**config.mk**
```make
export PLATFORM = sky130hd
export DESIGN_NAME = fbu_back
export DESIGN_NICKNAME = d
export VERILOG_FILES = /design/src/sv/fbu_pkg.sv /design/src/sv/fbu_back.sv
export SDC_FILE = /design/constraint.sdc
export NUM_CORES = 1
export LEC_CHECK = 0
export BUFFER_PORTS_ARGS = -buffer_cell sky130_fd_sc_hd__buf_4
export CELL_PAD_IN_SITES_DETAIL_PLACEMENT = 0
export CELL_PAD_IN_SITES_GLOBAL_PLACEMENT = 2
export CORE_MARGIN = 4
export CORE_UTILIZATION = 27
export DETAILED_ROUTE_END_ITERATION = 7
export GPL_ROUTABILITY_DRIVEN = 1
export PLACE_DENSITY = 0.76
export SETUP_SLACK_MARGIN = 0.02
export SLEW_MARGIN = 15
export SYNTH_ARGS = -nofsm -noshare
export SYNTH_HDL_FRONTEND = slang
export SYNTH_SLANG_ARGS = --single-unit
```
**constraint.sdc**
```tcl
create_clock -name clock -period 3.9 [get_ports clock]
set_input_delay 0.78 -clock clock [delete_from_list [all_inputs] [get_ports clock]]
set_output_delay 0.78 -clock clock [all_outputs]
set_load 0.01 [all_outputs]
```
**src/sv/fbu_pkg.sv**
```systemverilog
// Package for the fire blur-up filter unit: payload types, queue entry type,
// register indexes and reset values. No dependencies.
`default_nettype none
package fbu_pkg;

   localparam int HEAT_W = 8;
   localparam int CFG_W = 11;
   localparam int SUM_W = HEAT_W + 3;
   localparam int MAX_WIDTH_DEFAULT = 1024;
   localparam int MAX_HEIGHT_DEFAULT = 1024;
   localparam int QUEUE_DEPTH = 4;

   localparam logic [CFG_W-1:0] LINE_WIDTH_RESET = 11'd640;
   localparam logic [CFG_W-1:0] FRAME_HEIGHT_RESET = 11'd480;

   localparam logic CSR_LINE_WIDTH = 1'b0;
   localparam logic CSR_FRAME_HEIGHT = 1'b1;

   typedef struct packed {
      logic [HEAT_W-1:0] heat_in;
      logic              frame_start;
   } req_payload_type;

   typedef struct packed {
      logic [HEAT_W-1:0] heat_out;
      logic              line_end;
      logic              frame_end;
   } rsp_payload_type;

   typedef struct packed {
      logic             we;
      logic             index;
      logic [CFG_W-1:0] wdata;
   } csr_write_type;

   typedef struct packed {
      logic [HEAT_W-1:0] heat;
      logic              has_main;
      logic              has_tail;
      logic              tail_frame_end;
   } entry_type;

endpackage
`default_nettype wire

```
**src/sv/fbu_back.sv**
```systemverilog
// Back part of the fire blur-up filter: expands each queued word into one or
// two result words and holds them in the output register. Depends on fbu_pkg.
`default_nettype none
module fbu_back import fbu_pkg::*; (
   input  wire logic      clock,
   input  wire logic      reset,
   input  wire logic      empty,
   input  wire entry_type head,
   output logic           pop,
   output logic           rsp_valid,
   input  wire logic      rsp_ready,
   output rsp_payload_type rsp_data
);

   logic            phase_ff, phase_in;
   logic            rsp_valid_ff;
   rsp_payload_type rsp_data_ff, rsp_data_in;
   logic            load, last, use_main;

   assign load = !rsp_valid_ff || rsp_ready;

   always_comb begin
      use_main = head.has_main && !phase_ff;
      last = !use_main || !head.has_tail;
      if (use_main) begin
         rsp_data_in.heat_out = head.heat;
         rsp_data_in.line_end = 1'b0;
         rsp_data_in.frame_end = 1'b0;
      end else begin
         rsp_data_in.heat_out = '0;
         rsp_data_in.line_end = 1'b1;
         rsp_data_in.frame_end = head.tail_frame_end;
      end
      pop = load && !empty && last;
      phase_in = (load && !empty) ? !last : phase_ff;
   end

   always_ff @(posedge clock) begin
      if (reset) begin
         phase_ff <= 1'b0;
         rsp_valid_ff <= 1'b0;
      end else begin
         phase_ff <= phase_in;
         if (load) begin
            rsp_valid_ff <= !empty;
         end
      end
   end

   always_ff @(posedge clock) begin
      if (load && !empty) begin
         rsp_data_ff <= rsp_data_in;
      end
   end

   assign rsp_valid = rsp_valid_ff;
   assign rsp_data = rsp_data_ff;

endmodule
`default_nettype wire

```
After elaboration in Yosys (flattened, before gate mapping)
Index checks and enable logic that the tools add are counted.
Cells by class
  mux-type cells: 1
  reduce and logical (&&, ||, !) cells: 11
Operator list (count)
  $logic_not 1->1: 6
  $logic_and 1x1->1: 3
  $logic_or 1x1->1: 2
  $mux 2: 1
Storage, ports and cells
  output and inout bits: 12
  logic and storage cells: 17
  input port bits: 15
  register bits: 12

Depth between registers and ports, before layout
  word-level depth: 5
  mapped depth: 3
  mapped depth without buffers: 3

Least setup slack after synthesis
Ideal clock, no wire load.
  path type: in2out
  start: in head[2] (netlist bit)
  end: out pop
  path slack: 1.831 ns
  data required time: 3.120 ns
  buffers on the path: 1
  cell stages on the path: 3
  arrival: 1.289 ns
  cell sequence: nor2b_4 > buf_6 > a211oi_2
Between the ends
  longest elaborated chain between the ends: 4
Ends and longest elaborated chain
  start: declaration: RTL line fbu_back.sv:8  | input wire entry_type head,
  $logic_and 1x1->1: RTL line fbu_back.sv:23  | use_main = head.has_main && !phase_ff;
  $logic_not 1->1: RTL line fbu_back.sv:24  | last = !use_main || !head.has_tail;
  $logic_or 1x1->1: RTL line fbu_back.sv:24
  $logic_and 1x1->1: RTL line fbu_back.sv:34  | pop = load && !empty && last;
  end: declaration: RTL line fbu_back.sv:9  | output logic pop,
Every way passes these cells.

Worst setup path in the final report
  start: in rsp_ready
  end: out pop
Between the ends
  longest elaborated chain between the ends: 3
Ends and longest elaborated chain
  start: declaration: RTL line fbu_back.sv:11  | input wire logic rsp_ready,
  $logic_or 1x1->1: RTL line fbu_back.sv:20  | assign load = !rsp_valid_ff || rsp_ready;
  $logic_and 1x1->1 (2 in a row): RTL line fbu_back.sv:34
Every way passes these cells.

==> results.toml <==
[clock_network]
path_clk_slew_ns = 0.07
cts_resized = 0
htreeDepth = 1
clock-sinks = 12
clock_path_buffers = 2
cts.hold.buffers_added = 0
cts_buffers = 3
cts-root-buf = "clkbuf_4"
clk_latency_ns = 0.26
cts_setup_buffers = 0
tritoncts = "yes"

[routing]
drc_errors = 0
first_pass_iters = 2
ant_nets = 0
viasPerCell = 4.00
drtIter0Drc = 2
drt-total-wl_um = 860
drt-wirelength-per-cell_um = 10.0
num_vias = 344

[timing]
fin_crit_ns = 2.18
finalCritPeriodShare_pct = 56.0
worst_pin_slew_ns = 0.809
hold_viol = 0
relSlewSlack_pct = 45.9
grt_setup_unrepaired = "no"
setup_ws_ns = 1.72
fin_skew_ns = 0.00614
drv_slew = 0
setup_viol_count_final = 0
fmax_mhz = 458
final.setup.tns_ns = 0

[layout]
antennaDiodeCount = 0
layout_commonest_cell = "buf_4"
drive_above_1_share_pct = 63.9
fin_nets = 77
final_cell_mix = "buf_4 (26), edfxtp_1 (10), and2_2 (6)"
syn_to_final_growth_pct = 49.2

[yosys]
ys_seq_area_share_pct = 69.4
synth.net_count = 47
synth_warnings = 0
synthDistinctLibCells = 14
synth.avg_cell_area_um2 = 15.3
synth_mux_area_share_pct = 0
netlist_area_um2 = 490
synthAdderAreaFrac_pct = 0
ys_ff_latch = 12
netlist_instances = 32
synth-compound-area-share_pct = 5.61
synth_xor_area_share_pct = 0
synth-simple-area-share_pct = 21.9
synth_top_family_by_area = "simple AND/OR/NAND/NOR gates"

[placement]
port_buffers = 26
globalplace.congestion = 0.673
post-place-ws_ns = 1.71

[power]
pwr-share-clk_pct = 28.1
p_seq_share_pct = 56.5
leakagePower_nw = 0.318
switching_power_mw = 0.0570
p_sw_share_pct = 21.3
power.density_nw_per_um2 = 365
p_int_mw = 0.210
ir_worst_vdd_mv = 0.158
comb_power_share_pct = 15.4
finalPower_mw = 0.267

[worst_setup_path]
cp_num_buf_inv = 2
crit_family = "buffers and inverters"
crit_path_start_kind = "primary input"
crit_slowest_cell = "and2b_2"
r2r_slack_ns = 2.37
cp_max_fo = 3
endpoint_kind = "output port"
arrival_ns = 1.40
cp_common_cell = "buf_4"
slowest_delay_ns = 0.22
path_cells = "buf_4, and2b_2, a211oi_2, buf_4"
crit_required_ns = 3.12
worstSetupPathType = "primary input to output port"

[floorplanning]
core_um2 = 1730
start_util_pct = 28.4
fp.dieW_um = 50.6
die_area_um2 = 2560
rows = 15
chipHeight_um = 50.6
pin_count = 27

[job]
cap_violations = 0

[grt]
grt_start_max_net_pins = 13
grt_pass1_wl_um = 1310
first_global_vias = 307
grt.total_usage_pct = 7.23
grt_overflow = 0
antenna_found_initial = 0

[worst_hold_path]
holdCritPathClass = "flip-flop to flip-flop"

[status]
outcome = "finished, final reports clean"
synthesized netlist by cell type (all sizes together):
library cell	instances	area [um^2]
a211oi	1	12.5
a21oi	2	10.0
and2	8	57.6
and2b	2	17.5
buf	1	11.3
dfxtp	2	40.0
edfxtp	10	300
inv	1	3.75
nand2b	1	6.26
nand4b	1	8.76
nor2	1	3.75
nor2b	1	13.8
o21ai	1	5.00
power groups by stage:
stage	registers (mW)	clock network [mW]	logic, mW
after floorplan	0.158	0	0.0136
after global placement	0.154	0	0.0418
after detailed placement	0.154	0	0.0417
after CTS	0.151	0.0792	0.0419
after global routing	0.152	0.0874	0.0447
final	0.151	0.0750	0.0411
cell type report:
cell class | instances | area, um^2
repair buffers | 26 | 195
clock buffers | 3 | 22.5
multi-input cells | 18 | 135
flip-flops and latches | 12 | 340
clock inverters | 1 | 3.75
well taps | 25 | 31.3
fillers | 185 | 995
inverters | 1 | 3.75
worst paths after layout:
path / startpoint / end / depth (start not counted)
max: rsp_ready / pop / 4
max reg2reg: rsp_valid / rsp_data[2] / 2
min: rsp_valid / rsp_valid / 2
min reg2reg: rsp_valid / rsp_valid / 2
logic make-up (layout without fill, tap and decap cells):
kind of cell	after synthesis	count (layout)
AOI/OAI and AO/OA	4	4
DFF	12	12
and+or+nand+nor	14	14
buffers and inverters	2	31
metal layers:
layer,track usage (%),wire length (um),part of all wire (%)
met4,5.38,0,0
met3,3.56,109,13
met1,7.75,345,40
met5,0,0,0
met2,10.9,405,47
worst register-to-register path: stages, from the launching register on:
cell and delay, ns:
dfxtp_1 0.33, and2b_2 0.21, nor2_1 0.62
state kept, by name (all words and copies together) (netlist names):
name and flops:
phase_ff 1, rsp_data 10, rsp_valid 1
stage by stage:
stage          cells  hold WS (ns)  util, %  cell area [um^2]
3_5_place_dp      82         0.506     40.9               706
4_1_cts           86         0.519     42.4               732
5_1_grt           86         0.544     42.4               732
6_report          86         0.517     42.4               732
3_3_place_gp      82         0.516     40.9               706
2_1_floorplan     32         0.483        -               490
No activity file was read; power rests on OpenSTA's default activity.
