--- src/sv/fbu_pkg.sv ---
// Package for the fire blur-up filter unit: payload types, queue entry type,
// register indexes and reset values. No dependencies.
`default_nettype none
package fbu_pkg;

   localparam int HEAT_W = 8;
   localparam int CFG_W = 11;
   localparam int SUM_W = HEAT_W + 3;
   localparam int MAX_WIDTH_DEFAULT = 1024;
   localparam int MAX_HEIGHT_DEFAULT = 1024;
   localparam int QUEUE_DEPTH = 4;

   localparam logic [CFG_W-1:0] LINE_WIDTH_RESET = 11'd640;
   localparam logic [CFG_W-1:0] FRAME_HEIGHT_RESET = 11'd480;

   localparam logic CSR_LINE_WIDTH = 1'b0;
   localparam logic CSR_FRAME_HEIGHT = 1'b1;

   typedef struct packed {
      logic [HEAT_W-1:0] heat_in;
      logic              frame_start;
   } req_payload_type;

   typedef struct packed {
      logic [HEAT_W-1:0] heat_out;
      logic              line_end;
      logic              frame_end;
   } rsp_payload_type;

   typedef struct packed {
      logic             we;
      logic             index;
      logic [CFG_W-1:0] wdata;
   } csr_write_type;

   typedef struct packed {
      logic [HEAT_W-1:0] heat;
      logic              has_main;
      logic              has_tail;
      logic              tail_frame_end;
   } entry_type;

endpackage
`default_nettype wire

--- src/sv/fbu_queue.sv ---
// Short queue of classified words between the front and back parts of the
// fire blur-up filter. Depends on fbu_pkg.
`default_nettype none
module fbu_queue import fbu_pkg::*; (
   input  wire logic      clock,
   input  wire logic      reset,
   input  wire logic      push_valid,
   input  wire entry_type push_entry,
   output logic           full,
   input  wire logic      pop,
   output logic           empty,
   output entry_type      head
);

   localparam int PW = $clog2(QUEUE_DEPTH);
   localparam int NW = $clog2(QUEUE_DEPTH + 1);

   entry_type      slots_ff [QUEUE_DEPTH];
   logic [PW-1:0]  wr_ptr_ff, rd_ptr_ff;
   logic [NW-1:0]  count_ff;
   logic           do_push, do_pop;

   assign full = (count_ff == NW'(QUEUE_DEPTH));
   assign empty = (count_ff == '0);
   assign do_push = push_valid && !full;
   assign do_pop = pop && !empty;
   assign head = slots_ff[rd_ptr_ff];

   always_ff @(posedge clock) begin
      if (reset) begin
         wr_ptr_ff <= '0;
         rd_ptr_ff <= '0;
         count_ff <= '0;
      end else begin
         if (do_push) begin
            wr_ptr_ff <= wr_ptr_ff + PW'(1);
         end
         if (do_pop) begin
            rd_ptr_ff <= rd_ptr_ff + PW'(1);
         end
         if (do_push && !do_pop) begin
            count_ff <= count_ff + NW'(1);
         end else if (do_pop && !do_push) begin
            count_ff <= count_ff - NW'(1);
         end
      end
   end

   always_ff @(posedge clock) begin
      if (do_push) begin
         slots_ff[wr_ptr_ff] <= push_entry;
      end
   end

endmodule
`default_nettype wire

--- config.mk ---
export PLATFORM = sky130hd
export DESIGN_NAME = fbu_queue
export DESIGN_NICKNAME = d
export VERILOG_FILES = /design/src/sv/fbu_pkg.sv /design/src/sv/fbu_queue.sv
export SDC_FILE = /design/constraint.sdc
export NUM_CORES = 1
export LEC_CHECK = 0
export BUFFER_PORTS_ARGS = -buffer_cell sky130_fd_sc_hd__buf_2
export CAP_MARGIN = 40
export CORE_ASPECT_RATIO = 1.4
export CORE_UTILIZATION = 50
export CTS_CLUSTER_SIZE = 8
export DETAILED_ROUTE_END_ITERATION = 16
export PLACE_DENSITY = 0.71
export SYNTH_ARGS = -nofsm -noshare
export SYNTH_HDL_FRONTEND = slang
export SYNTH_SLANG_ARGS = --single-unit
--- constraint.sdc ---
create_clock -name clock -period 2.5 [get_ports clock]
set_clock_uncertainty 0.2 [all_clocks]
set_input_delay 0.375 -clock clock [delete_from_list [all_inputs] [get_ports clock]]
set_output_delay 0.375 -clock clock [all_outputs]
set_load 0.01 [all_outputs]
* Word level (Yosys, flattened, before mapping)
Memory sizes are Yosys's and may differ from the RTL's. A register that Yosys moved wholly into a read port is not among the register bits. Cells that the tools add are included.
Storage, ports and cells: logic and storage cells 25, memory bits (writable) 44, output and inout bits 13, register bits after elaboration 7, memories kept 1
Cells by class: equal/unequal tests 1, multiplexer cells 6, $add $sub $neg 4, reductions and logical operators 10
Memory list:
- slots_ff | depth 4, width 11, rd ports 1, clocked after memory_dff 1, write ports 1, RTL line fbu_queue.sv:18 | entry_type slots_ff [QUEUE_DEPTH];
Operator list (count):
- two-way mux 3 bit | 2
- adder 2 x 1 -> 2 bit (second input constant) | 2
- logical AND 1 bit | 4
- zero test 1 bit | 4
- two-way mux 2 bit | 2
- adder 3 x 1 -> 3 bit (second input constant) | 1
- == test 3 bit (second input constant) | 1
- zero test 3 bit | 1
- subtractor 3 x 1 -> 3 bit (second input constant) | 1
- two-way mux 1 bit | 2
- nonzero test 2 bit | 1

* Logic depth before layout (Yosys ltp)
depth in word-level cells 7, mapped depth 8, mapped depth without buffers 8

* Worst setup path before layout
Ideal clock, no wire load.
path kind register -> register, start point reg count_ff[0], end point reg count_ff[2], data arrival time 1.913 ns, required time 2.230 ns, library setup time 0.070 ns, buffers on the path 0, stages on the path, launching flop included 9, slack 0.316 ns, cell sequence dfxtp_1 > nor3b_2 > nor2_2 > ha_1 > inv_1 > fa_1 > xor2_1 > or3_1 > a21oi_1
Between the ends: cells in the longest elaborated chain, start to end 6, elaborated cells on any way between the ends 15, those cells by class add/sub: 2; eq/ne: 1; mux: 2; reduce/logical: 10
RTL lines:
- from (decl) | RTL line fbu_queue.sv:20 | logic [NW-1:0] count_ff;
- from (signal assigned) | RTL line fbu_queue.sv:42 | count_ff <= count_ff + NW'(1);
- from (signal assigned) | RTL line fbu_queue.sv:44 | count_ff <= count_ff - NW'(1);
- == test 3 bit * | RTL line fbu_queue.sv:23 | assign full = (count_ff == NW'(QUEUE_DEPTH));
- net full | RTL line fbu_queue.sv:9 | output logic full,
- zero test 1 bit * | RTL line fbu_queue.sv:25 | assign do_push = push_valid && !full;
- logical AND 1 bit * | RTL line fbu_queue.sv:25
- net do_push | RTL line fbu_queue.sv:21 | logic do_push, do_pop;
- zero test 1 bit | RTL line fbu_queue.sv:43 | end else if (do_pop && !do_push) begin
- logical AND 1 bit | RTL line fbu_queue.sv:43
- nonzero test 2 bit (no line)
The timed path passes the listed nets; every way through them passes the cells marked *. The select of a mux whose other input is x is not followed. A chain may end at the register's enable or synchronous reset.

* Worst setup path in the final report
start point reg count_ff[2], end point reg count_ff[2]
Between the ends: cells in the longest elaborated chain, start to end 6, elaborated cells on any way between the ends 15, those cells by class add/sub: 2; eq/ne: 1; mux: 2; reduce/logical: 10
RTL lines (RTL line):
- == test 3 bit * | fbu_queue.sv:23
- zero test 1 bit * | fbu_queue.sv:25
- logical AND 1 bit * | fbu_queue.sv:25
- net do_push | fbu_queue.sv:21
- zero test 1 bit | fbu_queue.sv:43
- logical AND 1 bit | fbu_queue.sv:43
- nonzero test 2 bit (no line)
Marked as above.

==> reports/metrics.yaml <==
vias_in_the_first_global_route: 1046
drt-pass1-iter-count: 4
detail-route-antenna-nets: 0
cts_root_buf: "sky130_fd_sc_hd__clkbuf_8"
timing.final.max_slew_violations: 0
max-clock-path-buffers: 2
yosysMostFrequentCell: "sky130_fd_sc_hd__edfxtp_1"
final_core_util_pct: 59.8
tritoncts.num_buffers: 5
fin_tns_setup_ns: 0
dieHeight_um: 77.9
transition_time_of_the_tightest_slew_check_pin_ns: 0.608
clkTransAtPathRegs_ns: 0.10
cts_tree: "built"
worst_hold_launch: "push_entry[6]"
maxCapViolCount: 0
drc: 0
finalPower_uw: 2210
synth_top_area_share_pct: 64.3
placementRows: 27
post_synth_inst_count: 105
leakage_power_uw: 0.000842
area_occupied_by_multi_input_gates_um2: 519
gp_congestion: 0.642
numnets_final: 160
hpwlAfterDp_mm: 2.06
max_freq_mhz: 440
ios: 28
diodes: 0
outcome: "finished, final reports clean"
path_class: "flop to flop"
postSynthRegisterBits: 53
r2r-start: "count_ff[2]"
dieArea_um2: 4380
drt-initial-drc-count: 29
worstSkewPairLatency_ns: 0.30
netlist_top_cells_area: "sky130_fd_sc_hd__edfxtp_1 64%, sky130_fd_sc_hd__mux4_2 12%, sky130_fd_sc_hd__dfxtp_1 8.8%"
timing.final.hold_violations: 0
post_synth_most_frequent_cells: "44 x sky130_fd_sc_hd__edfxtp_1, 11 x sky130_fd_sc_hd__mux4_2, 9 x sky130_fd_sc_hd__dfxtp_1, 5 x sky130_fd_sc_hd__ha_1, 5 x sky130_fd_sc_hd__nor2_1"
report.final.setup_viol: 0
timing.critical_path.required_ns: 2.54
reg2reg_slack_ns: 0.23
arrival_ns: 2.31
rsz0062_at_grt: "no"
vdd.ir_drop.worst_mv: 0.578
detailedPlace.worstSlack_ns: 0.0947
min_path_type: "input port to flop"
final_hold_slack_ns: 0.0755
tritoncts_num_sinks: 53
cellPowerDensity_nw_per_um2: 944
synth.cell_area_um2: 2060
worst_hold_path.endpoint: "slots_ff[3][6]"
floorplan.initialDensity_pct: 52.5
route.vias.total: 1002
r2r.worst_path.cells: 8
synth_cell_types: 22
postSynth.topFlopCell: "sky130_fd_sc_hd__edfxtp_1"
synth.net_count: 126
wl_per_cell_um: 16.4
sequential_cell_area_um2: 1500
reg2reg_to: "count_ff[2]"
routed_via_density: 5.48
final_layout_size_suffix_gt1_share_pct: 38.6
cts-htree-levels: 2
cp_max_fo: 6
critical_path_origin: "count_ff[2]"
timing.final.crit_period_ns: 2.27
fillers: 304
max-slew-margin-rel_pct: 59.5
wire_length_of_the_first_global_routing_pass_mm: 4.99
synth_enable_flop_cells: 44
synthArstFlopShare_pct: 0
yosysTopAreaCell: "sky130_fd_sc_hd__edfxtp_1"
synth_seq_area_share_pct: 73.0
setup.worst_path.end_class: "flop"
io_buffer_count: 27
hold_depth: 1
timing.final.ws_setup_ns: 0.229
maximum_number_of_pins_on_one_net_before_global_route_repair: 19
grt_usage_pct: 15.8
grt_antenna_before_repair: 0
tcrit_tclk_final_pct: 90.8
setup.worst_path.start_class: "flop"
drt-total-wl_mm: 3.00
yosysWarningCount: 0
design.core.area_um2: 3920
postSynthAreaPerCell_um2: 19.6
die_width_um: 56.2
areaGrowthSynthToFinish_pct: 14.1
total_grt_overflow: 0
-- sequential cells by signal, indices dropped and copies added (netlist names), named ones only --
signal and count:
count_ff 3, rd_ptr_ff 2, slots_ff 44, wr_ptr_ff 2
-- cell type report --
class	instances	share of cell area [%]
clock inverter	3	1.12
clock buffer	5	2.93
tap	43	2.29
inverter	4	0.640
timing repair buffer	30	6.72
multi-input combinational	45	22.1
sequential	53	64.1
-- what timing repair did --
item,4_1_cts,5_1_grt
endpoints found under the setup margin,0,1
gates resized for setup,0,2
setup buffers,0,2
hold buffers,0,0
-- cells in the final DEF (no fill, tap or decap), types with 3 or more instances in the layout --
cell type	n
sky130_fd_sc_hd__edfxtp_1	44
sky130_fd_sc_hd__buf_2	27
sky130_fd_sc_hd__mux4_2	11
sky130_fd_sc_hd__dfxtp_1	7
sky130_fd_sc_hd__nor2_1	5
sky130_fd_sc_hd__ha_1	5
sky130_fd_sc_hd__clkbuf_8	5
sky130_fd_sc_hd__inv_1	4
sky130_fd_sc_hd__and2_1	4
sky130_fd_sc_hd__xor2_1	4
sky130_fd_sc_hd__buf_4	3
-- cell families after synthesis --
kind of cell               synth area share (%)
muxes                                      13.0
and+or+nand+nor                            4.50
DFF                                        73.0
buffers and inverters                      1.70
adders and majority gates                  4.02
AOI/OAI and AO/OA                          2.01
xor gates and xnor gates                   1.70
-- worst max-delay path, cell delays in order, from the launching register on --
cell	delay, ns
sky130_fd_sc_hd__dfxtp_1	0.37
sky130_fd_sc_hd__nor3b_2	0.19
sky130_fd_sc_hd__nor2_2	0.16
sky130_fd_sc_hd__ha_1	0.22
sky130_fd_sc_hd__inv_1	0.06
sky130_fd_sc_hd__fa_1	0.39
sky130_fd_sc_hd__xor2_1	0.17
sky130_fd_sc_hd__or3_1	0.31
sky130_fd_sc_hd__a21oi_1	0.14
-- power by group --
part,total [uW],internal (uW),switching (uW)
logic,585,302,284
registers,1150,1070,72.6
clock network,481,204,277
-- worst max-delay path by stage --
stage / end / slack (ns)
after global placement: count_ff[2] / 0.27
final: count_ff[2] / 0.23
after detailed placement: count_ff[2] / 0.09
after global routing: count_ff[2] / 0.08
after floorplan: count_ff[2] / 0.32
after CTS: count_ff[2] / 0.09
-- per-layer routing --
| layer | global-route usage [%] | part of all wire (%) | up-vias | wire, um |
|---|---|---|---|---|
| met4 | 7.80 | 2.6 | 0 | 78 |
| met2 | 26.4 | 53 | 34 | 1580 |
| li1 | - | - | 477 | - |
| met1 | 18.8 | 40 | 484 | 1200 |
| met3 | 4.33 | 4.8 | 7 | 143 |
| met5 | 0 | 0 | - | 0 |
-- per-stage QoR --
| stage | instance area [um^2] | instances |
|---|---|---|
| 6_report | 2340 | 183 |
| 5_1_grt | 2340 | 183 |
| 4_1_cts | 2330 | 181 |
| 3_5_place_dp | 2230 | 173 |
| 3_3_place_gp | 2230 | 173 |
| 2_1_floorplan | 2060 | 105 |
Note: power is estimated with default switching activity, not from simulation.
